### config.mk
export PLATFORM = sky130hd
export DESIGN_NAME = wssm_deskew
export DESIGN_NICKNAME = d
export VERILOG_FILES = /design/src/wssm_pkg.sv /design/src/wssm_deskew.sv
export SDC_FILE = /design/constraint.sdc
export NUM_CORES = 1
export LEC_CHECK = 0
export BUFFER_PORTS_ARGS = -buffer_cell sky130_fd_sc_hd__buf_4
export CORE_AREA = 2 2 160 162
export DETAILED_ROUTE_END_ITERATION = 10
export DIE_AREA = 0 0 162 164
export PLACE_DENSITY_LB_ADDON = 0.12
export REMOVE_ABC_BUFFERS = 1
export SLEW_MARGIN = 5
export SYNTH_ARGS = -nofsm -noshare
export SYNTH_HDL_FRONTEND = slang
export SYNTH_SLANG_ARGS = --single-unit
### constraint.sdc
create_clock -name clock -period 1.7 [get_ports clock]
set_clock_uncertainty 0.15 [all_clocks]
set_input_delay 0.17 -clock clock [delete_from_list [all_inputs] [get_ports clock]]
set_output_delay 0.17 -clock clock [all_outputs]
set_load 0.02 [all_outputs]
### src/wssm_pkg.sv
// ----------------------------------------------------------------------------
// wssm_pkg
// Shared types and constants for the weight-stationary systolic matmul core.
// ----------------------------------------------------------------------------
package wssm_pkg;

   localparam int BYTE_W = 8;
   localparam int SUM_W  = 32;
   localparam int WORD_W = 32;

   // request mode codes; the fourth code does nothing
   localparam logic [1:0] MODE_LOAD   = 2'd0;
   localparam logic [1:0] MODE_QUEUE  = 2'd1;
   localparam logic [1:0] MODE_STREAM = 2'd2;

   // one accepted request, decoded
   typedef struct packed {
      logic load;
      logic queue;
      logic stream;
      logic group;
   } step_type;

   // per-cell strobes
   typedef struct packed {
      logic beat;
      logic wt_load;
   } cell_ctrl_type;

endpackage

### src/wssm_deskew.sv
// ----------------------------------------------------------------------------
// wssm_deskew
// Output deskew line: low bytes of the bottom sums travel down one line per
// column; the anti-diagonal holds the aligned outputs.
// ----------------------------------------------------------------------------
module wssm_deskew #(
   parameter int ARRAY_DIM = 8
) (
   input  logic                                        clock,
   input  logic                                        reset,
   input  logic                                        beat,
   input  logic [ARRAY_DIM-1:0][wssm_pkg::BYTE_W-1:0]  bottom_lo,
   output logic [ARRAY_DIM-1:0][wssm_pkg::BYTE_W-1:0]  diag_cur,
   output logic [ARRAY_DIM-1:0][wssm_pkg::BYTE_W-1:0]  diag_next
);

   genvar c;
   generate
      for (c = 0; c < ARRAY_DIM; c++) begin : g_col
         logic [ARRAY_DIM-1:0][wssm_pkg::BYTE_W-1:0] line_ff;

         always_ff @(posedge clock) begin
            if (reset) begin
               line_ff <= '0;
            end else if (beat) begin
               line_ff <= {line_ff[ARRAY_DIM-2:0], bottom_lo[c]};
            end
         end

         assign diag_cur[c] = line_ff[ARRAY_DIM-1-c];

         // value the diagonal takes after this beat
         if (c == ARRAY_DIM - 1) begin : g_top
            assign diag_next[c] = bottom_lo[c];
         end else begin : g_deep
            assign diag_next[c] = line_ff[ARRAY_DIM-2-c];
         end
      end
   endgenerate

endmodule

==> metrics <==
Max Cap Violations 0; Final Hold Vio Count 0; synth top area cells dfxtp_1, mux2i_1, nor2_1, buf_4, buf_6; GRT Total Usage 0.138; final max-slew violation count 0; vias in the first global route between 6k and 7k; Worst-Margin Slew between 0.5 and 0.6 ns; post-synth top area share 0.525; # DRC 0; total gr overflow 0; total power about 15000 µW; crit path DAT ~1.1 ns; VDD IR max between 700 and 800 µV; fin crit share 0.829; Final GP Congestion ~0.67; Final HPWL DP between 10 and 15 mm; post-route setup TNS 0 ns; most frequent cells in the layout mux2i_1, nor2_1, dfxtp_1; status completed; Place WS approximately 0.32 ns; # IOs between 150 and 200; area growth from synthesis to layout 25.6%; CP Capture Type primary output; average size of a mapped cell roughly 11 µm²; # rows 58; Worst path slowest cell dfxtp_1; chip height between 150 and 200 µm; WP data required around 1.4 ns; DRT Pass-1 Iters 4; first-pass GRT wire length about 31 mm; Reg area between 5000 and 6000 µm²; synthesized instance count a little over 1k; Clock Latency Late Sink between 0.5 and 0.6 ns; worst-path maximum fanout 3; Pwr Density ~1100 nW/µm²; post-synth top area cell dfxtp_1; Initial Utilization 0.443; final setup margin 0.291 ns; Buf/Inv on CP 1; post_cts resized 0; DRT iter0 DRCs about 220; crit path launch type register; Die ar. 26600 µm²; initial antenna violation count 1; Final min period 1.41 ns; wire per inst between 10 and 15 µm; H-tree levels 1; Rel. slew slack 0.632; number of routed nets with antenna violations 0; register area share after synthesis 0.525; Yosys cell types 8; largest net degree at the start of global routing 61; core area roughly 25000 µm²; CTS max path bufs 3; HP Class input pin to register; via count roughly 7.0k; root buffer cell clkbuf_16; slowest stage delay, CP between 0.3 and 0.4 ns; RSZ-0062 raised after global routing false; Die X-Extent between 150 and 200 µm; CP top delay family flip-flops; Yosys reg bits 288; RR Startpoint g_col[2].line_ff[5]; Worst Hold Launch beat; CTS Buf Count 30; layout cell share with drive strength beyond 1 0.222; Post-Syn Area approximately 11000 µm²; Worst Reg-to-Reg Cells 3; Sink Count between 200 and 300; nets 1262; worst reg-to-reg setup slack 0.38 ns; Clock Pin Slew Worst Setup and Hold Paths approximately 0.060 ns; P_leak approximately 0.0065 µW; fill count 2220; worst-path cell chain buf_4; CTS tree built; critical setup path kind register to primary output; Max Clk Rate slightly above 0.7 GHz; hold path depth 4; WHS Endpoint g_col[0].line_ff[2]; Yosys warning count 0; Via density 4.52; FF-to-FF End g_col[2].line_ff[5]; multi-input logic area between 3000 and 4000 µm²; Port Buffers just under 200; final setup fails 0; Total Wirelength 19.1 mm
## what timing repair did
item	in CTS	in global routing
hold buffers	73	0
endpoints found under the hold margin	84	0
buffers inserted	0	0
## synth_stat cells, drive strengths merged
| cell type | instances |
|---|---|
| mux2i | 288 |
| nor2 | 288 |
| dfxtp | 288 |
| clkbuf | 8 |
| buf | 160 |
## cell type report
type                            instances  area share
Timing Repair Buffer                  299       0.194
Clock buffer                           47      0.0642
Multi-Input combinational cell        576       0.287
Antenna cell                            1    0.000181
Tap cell                              330      0.0299
Sequential cell                       288       0.418
Clock inverter                          9     0.00689
## kinds of logic (layout without fill, tap and decap cells)
group         after synthesis  after routing  share of synthesized area
simple gates              288            288                     0.0983
flops                     288            288                      0.525
other cells                 0              1                          0
buf+inv                   168            355                      0.115
mux                       288            288                      0.262
## sequential cells by signal, indices dropped and copies added, names as in the netlist
| name | cells |
|---|---|
| diag_next | 56 |
| g_col.line_ff | 168 |
| diag_cur | 64 |
## worst max path at each step
| stage | start | cells past startpoint | end | slack, ns |
|---|---|---|---|---|
| floorplan | diag_next[0] | 2 | diag_cur[0] | 0.88 |
| global route | diag_next[1] | 1 | diag_next[1] | 0.21 |
| global placement | beat | 5 | diag_cur[16] | 0.36 |
| detailed placement | beat | 5 | diag_next[16] | 0.32 |
| CTS | diag_next[5] | 1 | diag_next[5] | 0.25 |
| finish | diag_next[8] | 1 | diag_next[8] | 0.29 |
## layer usage
layer	wire, µm	track usage	vias to the layer above	part of all wire
met4	420	0.0374	0	0.022
li1	-	-	3630	-
met2	8550	0.225	146	0.45
met1	8960	0.182	3204	0.47
met3	1160	0.0379	26	0.061
met5	0	0	-	0
## worst reg2reg max path, cell delays in order (launching register included)
cell and delay [ns]:
dfxtp_1 0.31, mux2i_1 0.13, nor2_1 0.06, dlygate4sd3_1 0.56
## report_power, final
group | total (µW) | internal (µW) | switching [µW] | leakage [µW]
registers | 7000 | 6920 | 88.3 | 0.00234
logic | 1160 | 623 | 532 | 0.00369
clock network | 6400 | 3860 | 2540 | 0.000487
total | 14600 | 11400 | 3160 | 0.00652
## through the flow
stage	instances	area, µm²	hold WS, ns	utilization
after floorplan	864	9730	0.0924	-
after global placement	1420	12100	0.252	0.487
after detailed placement	1420	12100	0.261	0.487
after CTS	1549	13800	0.00302	0.556
after global routing	1550	13800	0.0198	0.556
final	1550	13800	0.0210	0.556
No activity file was read; power rests on OpenSTA's default activity.
