## src/wssm_pkg.sv

```systemverilog
// ----------------------------------------------------------------------------
// wssm_pkg
// Shared types and constants for the weight-stationary systolic matmul core.
// ----------------------------------------------------------------------------
package wssm_pkg;

   localparam int BYTE_W = 8;
   localparam int SUM_W  = 32;
   localparam int WORD_W = 32;

   // request mode codes; the fourth code does nothing
   localparam logic [1:0] MODE_LOAD   = 2'd0;
   localparam logic [1:0] MODE_QUEUE  = 2'd1;
   localparam logic [1:0] MODE_STREAM = 2'd2;

   // one accepted request, decoded
   typedef struct packed {
      logic load;
      logic queue;
      logic stream;
      logic group;
   } step_type;

   // per-cell strobes
   typedef struct packed {
      logic beat;
      logic wt_load;
   } cell_ctrl_type;

endpackage

```

## src/wssm_cell.sv

```systemverilog
// ----------------------------------------------------------------------------
// wssm_cell
// One processing element: stationary weight, input byte (held except in the
// first column) and 32-bit partial sum passed down the column.
// ----------------------------------------------------------------------------
module wssm_cell #(
   parameter bit FIRST_COL = 1'b0
) (
   input  logic                          clock,
   input  logic                          reset,
   input  wssm_pkg::cell_ctrl_type       ctrl,
   input  logic [wssm_pkg::BYTE_W-1:0]   wt_byte,
   input  logic [wssm_pkg::BYTE_W-1:0]   act_left,
   input  logic [wssm_pkg::SUM_W-1:0]    sum_above,
   output logic [wssm_pkg::BYTE_W-1:0]   act_out,
   output logic [wssm_pkg::SUM_W-1:0]    sum_out,
   output logic [wssm_pkg::BYTE_W-1:0]   sum_lo_in
);

   logic [wssm_pkg::BYTE_W-1:0] w_ff;
   logic [wssm_pkg::BYTE_W-1:0] act;
   logic signed [2*wssm_pkg::BYTE_W-1:0] prod;
   logic [wssm_pkg::SUM_W-1:0]  sum_ff;
   logic [wssm_pkg::SUM_W-1:0]  sum_in;

   // the leftmost cell works on the byte leaving the skew line this beat
   generate
      if (FIRST_COL) begin : g_first
         assign act = act_left;
      end else begin : g_inner
         logic [wssm_pkg::BYTE_W-1:0] act_ff;
         always_ff @(posedge clock) begin
            if (reset) begin
               act_ff <= '0;
            end else if (ctrl.beat) begin
               act_ff <= act_left;
            end
         end
         assign act = act_ff;
      end
   endgenerate

   always_ff @(posedge clock) begin
      if (reset) begin
         w_ff <= '0;
      end else if (ctrl.wt_load) begin
         w_ff <= wt_byte;
      end
   end

   assign prod   = $signed(act) * $signed(w_ff);
   assign sum_in = {{(wssm_pkg::SUM_W-2*wssm_pkg::BYTE_W){prod[2*wssm_pkg::BYTE_W-1]}}, prod}
                   + sum_above;

   always_ff @(posedge clock) begin
      if (reset) begin
         sum_ff <= '0;
      end else if (ctrl.beat) begin
         sum_ff <= sum_in;
      end
   end

   assign act_out   = act;
   assign sum_out   = sum_ff;
   assign sum_lo_in = sum_in[wssm_pkg::BYTE_W-1:0];

endmodule

```

## config.mk

```make
export PLATFORM = sky130hd
export DESIGN_NAME = wssm_cell
export DESIGN_NICKNAME = d
export VERILOG_FILES = /design/src/wssm_pkg.sv /design/src/wssm_cell.sv
export SDC_FILE = /design/constraint.sdc
export NUM_CORES = 1
export LEC_CHECK = 0
export BUFFER_PORTS_ARGS = -buffer_cell sky130_fd_sc_hd__buf_2
export CORE_ASPECT_RATIO = 1.75
export CORE_MARGIN = 2
export CORE_UTILIZATION = 63
export CTS_CLUSTER_DIAMETER = 60
export CTS_CLUSTER_SIZE = 8
export DETAILED_ROUTE_END_ITERATION = 10
export HOLD_SLACK_MARGIN = 0.06
export PLACE_DENSITY = 0.94
export SLEW_MARGIN = 5
export SYNTH_ARGS = -nofsm -noshare
export SYNTH_HDL_FRONTEND = slang
export SYNTH_SLANG_ARGS = --single-unit
```

## constraint.sdc

```tcl
create_clock -name clock -period 15.9 [get_ports clock]
set_input_delay 2.385 -clock clock [delete_from_list [all_inputs] [get_ports clock]]
set_output_delay 2.385 -clock clock [all_outputs]
set_load 0.05 [all_outputs]
```

==> flow_metrics.py <==
metrics = {
    "cts": {
        "cts_num_sinks": 48,
        "clockRootBuffer": "clkbuf_16",
        "cts_tree": "done",
        "cts_setup_buffers": 0,
        "h-tree-depth": 2,
        "clk-insertion-delay-late_ps": 300,
        "clockBufferDepth": 2,
        "cts-resized-gates": 0,
        "cts_hold_buf": 0,
        "clk_pin_slew_ps": 70,
        "cts_buffers": 5,
    },
    "grt": {
        "grt.overflow.total": 0,
        "grtUsageTotal_pct": 31.8,
        "grt_start_max_net_pins": 56,
        "first_global_vias": 5569,
        "grt_first_pass_wirelength_um": 25400,
        "antenna_found_initial": 2,
    },
    "pwr": {
        "p_per_area_mw_per_mm2": 104,
        "peakVddDrop_v": 0.0000806,
        "p_comb_share_pct": 54.5,
        "design_power_total_uw": 683,
        "p_leak_uw": 0.00341,
        "p_sw_uw": 308,
        "swShare_pct": 45.0,
        "power_frac_clock_pct": 22.8,
        "p_int_uw": 376,
        "seqPwrFrac_pct": 22.7,
    },
    "critical_path": {
        "worstReg2RegStart": "act_out[7]$_SDFFE_PP0P_",
        "critical_path_arrival_ps": 5000,
        "path_class": "flip-flop to output pin",
        "reg2reg_to": "sum_out[26]$_SDFFE_PP0P_",
        "critPathMaxFanout": 10,
        "required_ps": 13520,
        "r2r_setup_slack_ps": 8620,
        "reg2reg_depth": 25,
        "startpoint_type": "flip-flop",
        "end_kind": "output pin",
    },
    "sta": {
        "hold_viol": 0,
        "drv_slew": 0,
        "max_freq_mhz": 135,
        "clock_skew_ps": 6.30,
        "layout_min_cycle_time_ps": 7380,
        "fin_crit_sh_pct": 46.4,
        "rsz0062_at_grt": "no",
        "worst_pin_slew_ps": 976,
        "relSlewSlack_pct": 34.9,
        "final.setup.tns_ps": 0,
        "fin_ws_ps": 8520,
        "final-setup-viol-count": 0,
    },
    "synthesis": {
        "mappedNetlistNets": 827,
        "yosys_register_bits": 48,
        "synth_largest_area_cell": "fa_1",
        "synth-main-ff-cell": "dfxtp_1",
        "syn_inst": 657,
        "synth_top_area_share_pct": 19.4,
        "avgSynthCellArea_sq_um": 8.80,
        "ys_seq_area_share_pct": 16.6,
        "syn_area_sq_mm": 0.00578,
        "ys.warnings.count": 0,
        "synth_edf_count": 0,
        "yosys.cell_types.count": 57,
        "async_reset_ff_share_pct": 0,
        "synth_area_leaders": "fa_1 19%, dfxtp_1 17%, ha_1 13%",
    },
    "placed_design": {
        "place_congestion": 0.976,
        "post_dp_cell_area_sq_mm": 0.00633,
        "numPlacedInstances": 857,
        "hpwl_um": 11700,
        "dp_slack_ps": 8790,
        "portBuffers": 99,
    },
    "finish": {
        "seqCellArea_sq_um": 961,
        "multi_input_area_sq_mm": 0.00433,
        "num-fill-cells": 637,
        "synthToLayoutAreaGrowth_pct": 13.3,
        "drive_gt1_share_pct": 16.2,
        "instances_no_fill": 866,
        "nNetsFinal": 914,
        "final_common_cell": "inv_1",
        "most-common-layout-cells": "100 x inv_1, 99 x buf_2, 62 x ha_1",
        "design_area_sq_mm": 0.00655,
    },
    "route": {
        "postRouteAntennaNets": 0,
        "drc": 0,
        "routed_wl_um": 14900,
        "post_drt_wl_per_cell_um": 17.2,
        "drtIter0Drc": 257,
        "dr.pass1.iters": 5,
        "vias_per_cell": 5.79,
        "vias": 5016,
    },
    "die": {
        "core_sq_mm": 0.00898,
        "placementRows": 46,
        "die-area_sq_mm": 0.00999,
        "initial_core_util_pct": 64.4,
        "io_pins": 100,
        "fp.dieH_um": 131,
        "dieWidth_um": 76.4,
    },
    "min_path": {
        "hold_end": "sum_out[15]$_SDFFE_PP0P_",
        "hp-class": "flip-flop to flip-flop",
        "min_path_cells": 2,
        "min_from": "sum_out[15]$_SDFFE_PP0P_",
    },
    "status": {
        "status": "complete, no violations",
    },
    "flow_run": {
        "maxCapViolations": 0,
    },
}
[stage by stage]
stage / util (%) / hold slack, ps
after floorplan: - / 540
after CTS: 72.9 / 479
after global placement: 70.5 / 455
after global routing: 72.9 / 506
after detailed placement: 70.5 / 467
final: 72.9 / 482
[Yosys cell counts, types with 3 or more instances]
cell type	count
inv_1	100
ha_1	62
fa_1	56
nor2_1	56
dfxtp_1	48
and2_1	47
mux2i_1	38
nand2_1	32
a21oi_1	30
xnor2_1	30
nand2b_1	13
o21ai_0	13
nor2b_1	10
xor2_1	10
a211oi_1	8
buf_4	8
a21o_1	7
clkbuf_1	7
a31oi_1	6
buf_1	6
nand3_1	6
o211ai_1	6
and3_1	4
nor3_1	4
o21bai_1	4
nand4b_1	3
o21a_1	3
[registers in the layout, indices dropped and copies added (netlist names)]
register	count
w_ff	8
sum_out	32
act_out	8
[layer usage]
layer | track usage, % | share of wire [%] | vias to the layer above
li1 | - | - | 2336
met1 | 31.2 | 34 | 2393
met2 | 63.4 | 55 | 210
met3 | 4.67 | 4.9 | 75
met4 | 17.0 | 5.3 | 2
met5 | 0 | 0.087 | -
[critical path, stage by stage, from the launching register on]
cell and delay, ps:
dfxtp_1 550, and2_1 260, fa_1 200, inv_1 70, fa_1 590, inv_1 70
ha_1 290, inv_1 70, fa_1 550, inv_1 70, fa_1 470, xor2_1 190
ha_1 370, nand2_1 90, o21ai_0 270, xor2_1 270, buf_2 310
[cell families (layout without fill, tap and decap cells)]
| family | Yosys count | in the layout | share of synthesized area, % |
|---|---|---|---|
| AND/OR/NAND/NOR | 189 | 189 | 16.9 |
| buffers and inverters | 121 | 209 | 8.38 |
| adder cells (fa/ha/maj) | 118 | 118 | 32.8 |
| AO/OA/AOI/OAI | 101 | 101 | 12.0 |
| flip-flops | 48 | 48 | 16.6 |
| XOR/XNOR | 41 | 41 | 6.47 |
| multiplexers | 39 | 39 | 6.78 |
| other | 0 | 1 | 0 |
[worst max path at each step]
stage	startpoint	slack [ps]	endpoint	cells after the start
2_1_floorplan	act_out[7]$_SDFFE_PP0P_	8690	sum_out[26]$_SDFFE_PP0P_	24
3_3_place_gp	w_ff[3]$_SDFFE_PP0P_	9000	sum_out[26]$_SDFFE_PP0P_	25
3_5_place_dp	act_out[7]$_SDFFE_PP0P_	8790	sum_out[26]$_SDFFE_PP0P_	25
4_1_cts	act_out[0]$_SDFFE_PP0P_	8600	sum_lo_in[7]	16
5_1_grt	w_ff[0]$_SDFFE_PP0P_	8220	sum_out[26]$_SDFFE_PP0P_	27
6_report	act_out[0]$_SDFFE_PP0P_	8520	sum_lo_in[7]	16
[power groups by stage]
stage | logic [uW] | clock network (uW) | registers, uW
2_1_floorplan | 229 | 0 | 217
3_3_place_gp | 355 | 0 | 156
3_5_place_dp | 367 | 0 | 157
4_1_cts | 371 | 158 | 155
5_1_grt | 406 | 162 | 157
6_report | 373 | 156 | 155
[final cells by class]
class	count	share of cell area [%]
inverters	100	5.73
multi-input cells	488	66.2
clock buffers	5	1.91
diodes	1	0.0382
repair buffers	101	7.80
flip-flops and latches	48	14.7
clock inverters	3	1.38
well taps	120	2.29
Power figures use the tool's default switching activity.
