===== config.mk =====
export PLATFORM = sky130hd
export DESIGN_NAME = wssm_skew
export DESIGN_NICKNAME = d
export VERILOG_FILES = /design/src/wssm_pkg.sv /design/src/wssm_skew.sv
export SDC_FILE = /design/constraint.sdc
export NUM_CORES = 1
export LEC_CHECK = 0
export ABC_AREA = 0
export ABC_CLOCK_PERIOD_IN_PS = 1550
export BUFFER_PORTS_ARGS = -buffer_cell sky130_fd_sc_hd__clkbuf_2
export CORE_MARGIN = 2
export CORE_UTILIZATION = 30
export CTS_BUF_LIST = sky130_fd_sc_hd__clkbuf_8
export CTS_CLUSTER_SIZE = 30
export DETAILED_ROUTE_END_ITERATION = 8
export PLACE_DENSITY_LB_ADDON = 0.2
export SLEW_MARGIN = 5
export SYNTH_ARGS = -nofsm -noshare
export SYNTH_HDL_FRONTEND = slang
export SYNTH_SLANG_ARGS = --single-unit

===== constraint.sdc =====
create_clock -name clock -period 1.55 [get_ports clock]
set_input_delay 0.31 -clock clock [delete_from_list [all_inputs] [get_ports clock]]
set_output_delay 0.31 -clock clock [all_outputs]
set_load 0.02 [all_outputs]

===== src/wssm_pkg.sv =====
// ----------------------------------------------------------------------------
// wssm_pkg
// Shared types and constants for the weight-stationary systolic matmul core.
// ----------------------------------------------------------------------------
package wssm_pkg;

   localparam int BYTE_W = 8;
   localparam int SUM_W  = 32;
   localparam int WORD_W = 32;

   // request mode codes; the fourth code does nothing
   localparam logic [1:0] MODE_LOAD   = 2'd0;
   localparam logic [1:0] MODE_QUEUE  = 2'd1;
   localparam logic [1:0] MODE_STREAM = 2'd2;

   // one accepted request, decoded
   typedef struct packed {
      logic load;
      logic queue;
      logic stream;
      logic group;
   } step_type;

   // per-cell strobes
   typedef struct packed {
      logic beat;
      logic wt_load;
   } cell_ctrl_type;

endpackage


===== src/wssm_skew.sv =====
// ----------------------------------------------------------------------------
// wssm_skew
// Input skew line: row r is written on its diagonal and reaches the array
// r beats later.
// ----------------------------------------------------------------------------
module wssm_skew #(
   parameter int ARRAY_DIM      = 8,
   parameter int BYTES_PER_WORD = 4,
   parameter int GROUPS         = 2
) (
   input  logic                                        clock,
   input  logic                                        reset,
   input  wssm_pkg::step_type                          step,
   input  logic [wssm_pkg::WORD_W-1:0]                 data_word,
   output logic [ARRAY_DIM-1:0][wssm_pkg::BYTE_W-1:0]  feed
);

   genvar r;
   generate
      for (r = 0; r < ARRAY_DIM; r++) begin : g_row
         localparam int GRP  = r / BYTES_PER_WORD;
         localparam int POS  = r % BYTES_PER_WORD;
         localparam int WCOL = ARRAY_DIM - 1 - r;

         logic [ARRAY_DIM-1:0][wssm_pkg::BYTE_W-1:0] row_ff;
         logic [ARRAY_DIM-1:0][wssm_pkg::BYTE_W-1:0] eff;
         logic                                        wr;

         assign wr = (step.stream && (GRP == GROUPS - 1))
                  || (step.queue && (step.group ? (GRP == 1) : (GRP == 0)));

         always_comb begin
            eff = row_ff;
            if (wr) begin
               eff[WCOL] = data_word[wssm_pkg::BYTE_W*(BYTES_PER_WORD-1-POS) +: wssm_pkg::BYTE_W];
            end
         end

         // column zero keeps its value across a shift
         always_ff @(posedge clock) begin
            if (reset) begin
               row_ff <= '0;
            end else if (step.stream) begin
               row_ff[0]             <= eff[0];
               row_ff[ARRAY_DIM-1:1] <= eff[ARRAY_DIM-2:0];
            end else if (step.queue) begin
               row_ff <= eff;
            end
         end

         assign feed[r] = eff[ARRAY_DIM-1];
      end
   endgenerate

endmodule


==> flow_summary_export.csv, run 1 <==
group,metric,value,unit
routing,wire_length_per_cell,13.36,um
placement,place.detailed.hpwl,11470,um
final_layout,post-route-util,34.92,%
final_layout,flow.area_growth_from_synthesis,15.57,%
timing,setup_total_negative_slack,-0.005267,ns
timing,final.setup.worst_slack,-0.005267,ns
die,design.portCount,102,
power,fin_total_pwr,13.68,mW
worst_setup_path,critical_setup_path_class,"reg2out",
run_status,status,"finished, violations left",
global_route,grt_first_pass_wirelength,29500,um
routing,drc_errors,0,
die,dieHeight,181.6,um
global_route,overall_fraction_of_global_route_tracks_in_use,11.01,%
cts,cts_max_level,2,
final_layout,fill_cells,3189,
timing,relSlewSlack,67.98,%
placement,dpl_cell_area,0.009931,mm2
run_status,failed_checks,"negative setup slack",
yosys,yosysWarningCount,0,
worst_setup_path,worst-endpoint-required,1.24,ns
worst_setup_path,worstPathArrival,1.25,ns
die,design.die.area,0.03297,mm2
yosys,synth.distinct_cells,15,
timing,timing_max_transition_violations_final,0,
timing,max_freq,643.0,MHz
final_layout,final_layout_size_suffix_gt1_share,19.73,%
final_layout,final_cell_mix,"sky130_fd_sc_hd__dfxtp_1 (256), sky130_fd_sc_hd__nor2_1 (248), sky130_fd_sc_hd__mux2i_1 (224), sky130_fd_sc_hd__clkbuf_2 (90), sky130_fd_sc_hd__clkbuf_8 (56)",
power,p_per_area,1251,mW/mm2
die,floorplan.rows,65,
cts,worst_setup_hold_path_clk_slew,0.06,ns
worst_setup_path,r2r_cells,2,
final_layout,fin_area,0.01093,mm2
power,vdd_drop_max,0.6454,mV
yosys,ys_ff_latch,256,
timing,post-route-min-period,1.555,ns
placement,gpl.final_weighted_congestion,0.6466,
final_layout,final_net_count,982,
global_route,grt_max_degree,96,
power,static-leakage-power,4.934,nW
die,core_region_area,0.03131,mm2
worst_hold_path,worst_hold_path.endpoint,"g_row[6].eff[16]",
yosys,net_count_synth,927,
cts,clock_tree_from_tritoncts,"built",
worst_setup_path,reg2reg_setup_slack,0.73,ns
routing,vias,5807,
timing,timing_hold_violations_final,0,
global_route,globalRoute.totalOverflow,0,
die,initial_utilization,30.21,%
final_layout,regArea,0.005125,mm2
cts,clkSinkCount,256,
final_layout,final_cells,1375,
final_layout,ant_cells,0,
timing,timing_worst_slew_pin_value,0.4802,ns
worst_hold_path,hold_path.class,"in2reg",
yosys,synth-seq-area-share,54.17,%
global_route,initial_antenna_violation_count,0,
worst_setup_path,crit_path_end_kind,"primary output",
cts,cts_max_path_buffers,3,
routing,drt_first_iter_violations,266,
yosys,syn_area_per_cell,10.64,um2
cts,cts-buffers-inserted,45,
global_route,grt_pass1_vias,5544,
timing,rsz0062_at_grt,"yes",
timing,timing.hold.ws,0.03487,ns
cts,clock_tree.root_cell,"sky130_fd_sc_hd__clkbuf_8",
routing,wl,18370,um
routing,viasPerCell,4.223,
worst_setup_path,startpoint_of_the_most_critical_setup_path,"g_row[0].row_ff[63]",
worst_hold_path,whs_path_depth,3,
routing,drtAntennaViolNets,0,
worst_setup_path,crit_path_start_kind,"flop",
placement,placement.setup.worst_slack,0.002458,ns
worst_setup_path,worst_r2r_endpoint,"g_row[0].row_ff[59]",
routing,dr.pass1.iters,4,
timing,post-route-period-util,100.3,%
timing,finalClockSkew,0.02210,ns
job,drv_cap,0,
worst_hold_path,min_from,"data_word[8]",
worst_setup_path,startpoint_of_the_lowest_slack_register_to_register_path,"g_row[0].row_ff[59]",
die,fp.dieW,181.6,um
worst_setup_path,worst-path-max-fanout,2,
placement,number_of_cells_after_detailed_placement,1292,
timing,setup_viol_count_final,1,
final_layout,multi_input_gate_area,0.003543,mm2
cts,clk-insertion-delay-late,0.55,ns
yosys,synth.cell_area,0.009460,mm2
placement,port-buffer-count,100,
final_layout,mostFrequentLayoutCell,"sky130_fd_sc_hd__dfxtp_1",
yosys,synth_cells,889,
-- timing repair --
action | CTS | global route
endpoints found under the setup margin | 8 | 8
pin swaps | 0 | 0
gates cloned | 0 | 0
resized for setup | 6 | 20
hold endpoints to repair | 7 | 0
hold buffers | 7 | 0
buffers inserted | 0 | 0
-- registers in the layout, indices dropped and copies added, names as in the netlist --
register	flops
g_row.eff	168
feed	56
g_row.row_ff	32
-- worst max-delay path by stage --
stage,cells past startpoint,end,slack (ns)
after floorplan,4,feed[1],0.21
final,2,feed[7],-0.005
after global routing,2,feed[0],-0.07
after global placement,6,g_row[2].eff[54],0.03
after detailed placement,6,g_row[2].eff[54],0.002
after CTS,2,feed[4],-0.06
-- cells in the mapped netlist --
cell type / count / share of area [%]
sky130_fd_sc_hd__or2_2: 1 / 0.066
sky130_fd_sc_hd__mux2i_1: 224 / 24
sky130_fd_sc_hd__buf_1: 1 / 0.040
sky130_fd_sc_hd__nor2b_1: 8 / 0.53
sky130_fd_sc_hd__buf_12: 3 / 0.63
sky130_fd_sc_hd__mux2_4: 6 / 0.95
sky130_fd_sc_hd__nor2_1: 248 / 9.8
sky130_fd_sc_hd__mux2_2: 2 / 0.24
sky130_fd_sc_hd__buf_6: 1 / 0.12
sky130_fd_sc_hd__buf_2: 12 / 0.63
sky130_fd_sc_hd__buf_4: 75 / 6.0
sky130_fd_sc_hd__clkbuf_1: 27 / 1.1
sky130_fd_sc_hd__nor2b_4: 1 / 0.15
sky130_fd_sc_hd__a211oi_1: 24 / 1.9
sky130_fd_sc_hd__dfxtp_1: 256 / 54
-- layer usage --
layer  share of wire (%)  vias to the layer above  global-route usage (%)
li1                    -                     3006                       -
met3                 5.7                       34                   3.329
met5                   0                        -                       0
met1                  50                     2655                   15.21
met4                 2.3                        0                   4.065
met2                  42                      112                   16.14
-- power by group --
part	total [mW]	leakage, nW	internal [mW]	switching, mW
logic	0.923	2.36	0.408	0.516
registers	6.85	2.08	6.76	0.0881
clock network	5.91	0.498	3.24	2.67
-- logic make-up (layout without fill, tap and decap cells) --
kind of cell | Yosys count | count (layout) | share of synthesized area [%]
AOI/OAI and AO/OA | 24 | 24 | 1.904
buffers and inverters | 119 | 203 | 8.451
DFF | 256 | 256 | 54.17
muxes | 232 | 232 | 24.89
and+or+nand+nor | 258 | 258 | 10.58
-- worst max-delay path, stage by stage, from the launching register on --
cell,delay [ns]
sky130_fd_sc_hd__dfxtp_1,0.30
sky130_fd_sc_hd__mux2_4,0.28
sky130_fd_sc_hd__buf_6,0.13
-- cell type report --
class	instances	share of cell area (%)
Clock buffer	56	7.050
Clock inverter	20	0.8469
Multi-Input combinational cell	514	32.41
Sequential cell	256	46.88
Tap cell	402	4.601
Timing Repair Buffer	127	8.217
Power figures use the tool's default switching activity.
==> run 2, diff against run 1 <==
Settings changed: CORE_MARGIN 2 to default, CTS_BUF_LIST sky130_fd_sc_hd__clkbuf_8 to sky130_fd_sc_hd__clkbuf_4 sky130_fd_sc_hd__clkbuf_8.
==> flow_summary_export.csv, run 2 (synthesized netlist as in run 1, its figures left out) <==
group,metric,value,unit
run_status,status,"finished, violations left",
run_status,failed_checks,"design-rule violations, negative setup slack",
global_route,initial_antenna_violation_count,0,
timing,post-route-min-period,1.555,ns
power,static-leakage-power,4.940,nW
timing,timing_worst_slew_pin_value,0.5589,ns
worst_setup_path,crit_path_start_kind,"flop",
global_route,overall_fraction_of_global_route_tracks_in_use,11.30,%
power,fin_total_pwr,14.40,mW
final_layout,ant_cells,0,
timing,rsz0062_at_grt,"yes",
placement,place.detailed.hpwl,11240,um
global_route,grt_first_pass_wirelength,29840,um
global_route,grt_pass1_vias,5687,
final_layout,final_cell_mix,"sky130_fd_sc_hd__dfxtp_1 (256), sky130_fd_sc_hd__nor2_1 (248), sky130_fd_sc_hd__mux2i_1 (224), sky130_fd_sc_hd__clkbuf_2 (90), sky130_fd_sc_hd__clkbuf_8 (65)",
final_layout,fill_cells,3149,
cts,post-cts-setup-buffers,0,
die,design.portCount,102,
placement,port-buffer-count,100,
global_route,grt_max_degree,122,
routing,viasPerCell,4.256,
final_layout,final_net_count,973,
routing,wire_length_per_cell,13.32,um
placement,gpl.final_weighted_congestion,0.6660,
final_layout,final_cells,1365,
power,vdd_drop_max,0.5669,mV
die,initial_utilization,30.69,%
global_route,globalRoute.totalOverflow,0,
final_layout,final_layout_size_suffix_gt1_share,21.47,%
timing,timing_hold_violations_final,0,
job,drv_cap,0,
placement,placement.setup.worst_slack,-0.0004297,ns
timing,post-route-period-util,100.3,%
routing,dr.pass1.iters,6,
cts,clock_tree_from_tritoncts,"built",
cts,worst_setup_hold_path_clk_slew,0.06,ns
die,core_region_area,0.03083,mm2
worst_setup_path,worst-endpoint-required,1.24,ns
routing,drtAntennaViolNets,0,
routing,vias,5809,
die,floorplan.rows,64,
final_layout,flow.area_growth_from_synthesis,16.37,%
cts,clk-insertion-delay-late,0.54,ns
final_layout,largest_register_ffs,168,
worst_setup_path,worstPathArrival,1.25,ns
timing,setup_viol_count_final,3,
worst_setup_path,worst-path-max-fanout,2,
routing,drc_errors,9,
placement,number_of_cells_after_detailed_placement,1283,
routing,drt_first_iter_violations,287,
cts,cts_max_level,2,
timing,final.setup.worst_slack,-0.005018,ns
cts,cts_max_path_buffers,3,
timing,timing_max_transition_violations_final,0,
cts,cts-buffers-inserted,45,
worst_setup_path,crit_path_end_kind,"primary output",
worst_hold_path,hold_path.class,"in2reg",
cts,clock_tree.root_cell,"sky130_fd_sc_hd__clkbuf_8",
die,fp.dieW,179.6,um
die,design.die.area,0.03225,mm2
routing,wl,18180,um
die,dieHeight,179.6,um
timing,setup_total_negative_slack,-0.009209,ns
worst_setup_path,critical_setup_path_class,"reg2out",
cts,clkSinkCount,256,
timing,max_freq,643.1,MHz
final_layout,mostFrequentLayoutCell,"sky130_fd_sc_hd__dfxtp_1",
timing,finalClockSkew,0.01327,ns
timing,relSlewSlack,62.74,%
power,p_per_area,1308,mW/mm2
-- run 2: cell types whose count changed in the layout (fill, tap and decap cells not counted), moves of 4 or more --
| cell | before | now |
|---|---|---|
| sky130_fd_sc_hd__inv_1 | 14 | 0 |
| sky130_fd_sc_hd__clkbuf_4 | 0 | 13 |
| sky130_fd_sc_hd__clkbuf_8 | 56 | 65 |
| sky130_fd_sc_hd__dlygate4sd3_1 | 7 | 1 |
| sky130_fd_sc_hd__buf_4 | 12 | 8 |
-- run 2: final cells by class --
| cell class | count | area, um2 | area share [%] |
|---|---|---|---|
| Sequential cell | 256 | 5125 | 46.55 |
| Timing Repair Buffer | 118 | 835.8 | 7.592 |
| Clock inverter | 3 | 17.52 | 0.1591 |
| Clock buffer | 78 | 992.2 | 9.012 |
| Tap cell | 396 | 495.5 | 4.501 |
| Multi-Input combinational cell | 514 | 3543 | 32.19 |
-- run 2: layer usage --
layer,track usage [%],up-vias,share of wire [%]
li1,-,2982,-
met5,0,-,0
met2,17.63,101,45
met3,3.120,36,4.8
met1,14.77,2690,48
met4,4.483,0,2.3
-- run 2: metrics by stage --
step	hold slack (ns)	cell area, um2	utilization [%]
2_1_floorplan	0.4563	9460	-
3_3_place_gp	0.4725	9913	32.16
3_5_place_dp	0.4759	9913	32.16
4_1_cts	0.007612	10980	35.60
5_1_grt	0.02727	11010	35.71
6_report	0.04954	11010	35.71
-- run 2: worst max-delay path, stage by stage (launching register included) --
cell and delay, ns:
sky130_fd_sc_hd__dfxtp_1 0.30, sky130_fd_sc_hd__mux2_4 0.28, sky130_fd_sc_hd__buf_6 0.13
-- run 2: path summary, 6_finish.rpt --
path / startpoint / endpoint / slack, ns / depth (start not counted)
max: g_row[0].row_ff[59] / feed[3] / -0.005 / 2
min reg2reg: g_row[6].eff[52] / feed[52] / 0.48 / 2
max reg2reg: g_row[0].row_ff[59] / g_row[0].row_ff[59] / 0.73 / 2
min: data_word[26] / g_row[4].eff[34] / 0.05 / 3
-- run 2: timing repair --
action,in CTS,in global routing
setup endpoints to repair,8,8
hold buffers,1,0
hold endpoints to repair,1,0
resized for setup,10,16
-- run 2: power by group --
part,total [mW],internal (mW),switching (mW)
Sequential,6.85,6.76,0.0862
Combinational,0.914,0.399,0.514
Clock,6.64,4.00,2.64
==> run 3, diff against run 2 <==
Settings changed: CORE_ASPECT_RATIO from default to 1.75, PLACE_DENSITY_LB_ADDON 0.2 to default.
==> flow_summary_export.csv, run 3 (synthesized netlist as in run 1, its figures left out) <==
group,metric,value,unit
die,core_region_area,0.03084,mm2
cts,post-cts-setup-buffers,0,
worst_hold_path,min_from,"data_word[9]",
timing,finalClockSkew,0.007369,ns
placement,placement.setup.worst_slack,0.01260,ns
final_layout,final_net_count,974,
worst_setup_path,startpoint_of_the_most_critical_setup_path,"g_row[0].row_ff[58]",
global_route,grt_pass1_vias,5690,
timing,final.setup.worst_slack,0.0002501,ns
cts,clkSinkCount,256,
die,design.portCount,102,
global_route,grt_first_pass_wirelength,29570,um
global_route,initial_antenna_violation_count,1,
run_status,status,"completed",
cts,cts_max_level,2,
final_layout,largest_register_ffs,168,
routing,drc_errors,0,
placement,place.detailed.hpwl,11500,um
die,initial_utilization,30.67,%
power,power_frac_comb,6.5,%
global_route,overall_fraction_of_global_route_tracks_in_use,11.53,%
power,power.sequential.fraction,48.6,%
final_layout,final_cell_mix,"sky130_fd_sc_hd__dfxtp_1 (256), sky130_fd_sc_hd__nor2_1 (248), sky130_fd_sc_hd__mux2i_1 (224), sky130_fd_sc_hd__clkbuf_2 (90), sky130_fd_sc_hd__clkbuf_8 (52)",
worst_setup_path,timing.critical_path.max_delay_family,"flip-flops",
routing,drtAntennaViolNets,0,
timing,setup_viol_count_final,0,
power,internal_cell_power,10.89,mW
final_layout,fin_area,0.01096,mm2
global_route,grt_max_degree,107,
power,share_clk_of_total_power,44.9,%
job,drv_cap,0,
worst_setup_path,crit_path_end_kind,"primary output",
power,static-leakage-power,4.910,nW
timing,rsz0062_at_grt,"yes",
worst_setup_path,worst-path-stages,2,
worst_setup_path,critical_setup_path_class,"reg2out",
worst_setup_path,critical_path.max_stage_delay,0.31,ns
timing,post-route-period-util,99.98,%
routing,wl,17990,um
timing,max_freq,645.3,MHz
timing,timing.hold.ws,0.04564,ns
worst_setup_path,worstPathBufferInverterCount,1,
timing,post-route-min-period,1.550,ns
power,p_per_area,1285,mW/mm2
die,dieHeight,236.9,um
routing,dr.pass1.iters,4,
cts,cts_max_path_buffers,3,
timing,timing_max_transition_violations_final,0,
timing,relSlewSlack,64.91,%
placement,port-buffer-count,100,
routing,drt_first_iter_violations,242,
cts,clk-insertion-delay-late,0.53,ns
global_route,globalRoute.totalOverflow,0,
timing,timing_worst_slew_pin_value,0.5263,ns
placement,gpl.final_weighted_congestion,0.7024,
worst_setup_path,startpoint_of_the_lowest_slack_register_to_register_path,"g_row[0].row_ff[58]",
worst_setup_path,worst_r2r_endpoint,"g_row[0].row_ff[58]",
die,floorplan.rows,85,
worst_setup_path,worstPathArrival,1.24,ns
worst_setup_path,reg2reg_setup_slack,0.71,ns
worst_setup_path,r2r_cells,2,
power,vdd_drop_max,0.7791,mV
cts,clock_tree.root_cell,"sky130_fd_sc_hd__clkbuf_8",
worst_setup_path,worst-path-max-fanout,2,
final_layout,final_layout_size_suffix_gt1_share,20.39,%
final_layout,mostFrequentLayoutCell,"sky130_fd_sc_hd__dfxtp_1",
worst_setup_path,critical_path.slowest_cell,"sky130_fd_sc_hd__dfxtp_1",
cts,cts-buffers-inserted,39,
worst_hold_path,hold_path.class,"in2reg",
power,p_switching,3.194,mW
worst_setup_path,worst-endpoint-required,1.24,ns
power,sw_frac_of_total,22.68,%
cts,clock_tree_from_tritoncts,"built",
placement,dpl_cell_area,0.009899,mm2
worst_setup_path,cell_by_cell_trace_of_the_critical_path,"mux2_4, buf_6",
timing,setup_total_negative_slack,0,ns
worst_setup_path,endpoint,"feed[2]",
cts,worst_setup_hold_path_clk_slew,0.06,ns
timing,timing_hold_violations_final,0,
routing,wire_length_per_cell,13.25,um
final_layout,flow.area_growth_from_synthesis,15.83,%
die,fp.dieW,136.2,um
routing,viasPerCell,4.296,
worst_setup_path,crit_path_start_kind,"flop",
die,design.die.area,0.03228,mm2
routing,vias,5834,
[run 3: final cells by class]
class	instances	area (um2)
multi-input combinational	514	3540
clock buffer	61	783.3
tap	391	489.2
fill	3153	19880
timing repair buffer	125	889.6
antenna	1	2.502
clock inverter	10	128.9
sequential	256	5125
[run 3: power groups by stage]
stage          Combinational (mW)  Sequential [mW]  Clock (mW)
5_1_grt                      1.00             6.86        6.90
3_5_place_dp                0.889             6.99           0
4_1_cts                     0.912             6.85        6.62
2_1_floorplan               0.713             6.96           0
3_3_place_gp                0.877             6.99           0
6_report                    0.911             6.84        6.33
[run 3: per-layer routing]
layer,vias to the layer above,part of all wire [%],track usage (%)
met1,2687,43,13.29
li1,2996,-,-
met4,0,3.6,5.892
met3,44,5.3,2.976
met5,-,0,0
met2,107,48,19.34
[run 3: repair_timing]
| action | in CTS | in global routing |
|---|---|---|
| setup endpoints to repair | 8 | 8 |
| hold buffers | 9 | 0 |
| hold endpoints to repair | 9 | 0 |
| gates resized for setup | 0 | 25 |
[run 3: worst min path at each step]
| stage | end | slack, ns | cells after the start |
|---|---|---|---|
| 5_1_grt | g_row[7].eff[12] | 0.03 | 3 |
| 6_report | g_row[6].eff[17] | 0.05 | 3 |
| 3_3_place_gp | g_row[3].row_ff[38] | 0.47 | 2 |
| 2_1_floorplan | g_row[3].row_ff[32] | 0.46 | 2 |
| 3_5_place_dp | feed[15] | 0.48 | 2 |
| 4_1_cts | g_row[5].eff[27] | 0.002 | 3 |
[run 3: tightest hold or removal path: cells and delay by family]
| family | cells | cell delay (ns) |
|---|---|---|
| buffers and inverters | 1 | 0.09 |
| and+or+nand+nor | 1 | 0.07 |
| muxes | 1 | 0.06 |
[run 3: metrics by stage]
| stage | util [%] | power, mW | cells |
|---|---|---|---|
| 2_1_floorplan | - | 7.673 | 889 |
| 3_3_place_gp | 32.10 | 7.865 | 1277 |
| 3_5_place_dp | 32.10 | 7.881 | 1277 |
| 4_1_cts | 35.35 | 14.38 | 1357 |
| 5_1_grt | 35.53 | 14.76 | 1358 |
| 6_report | 35.53 | 14.08 | 1358 |
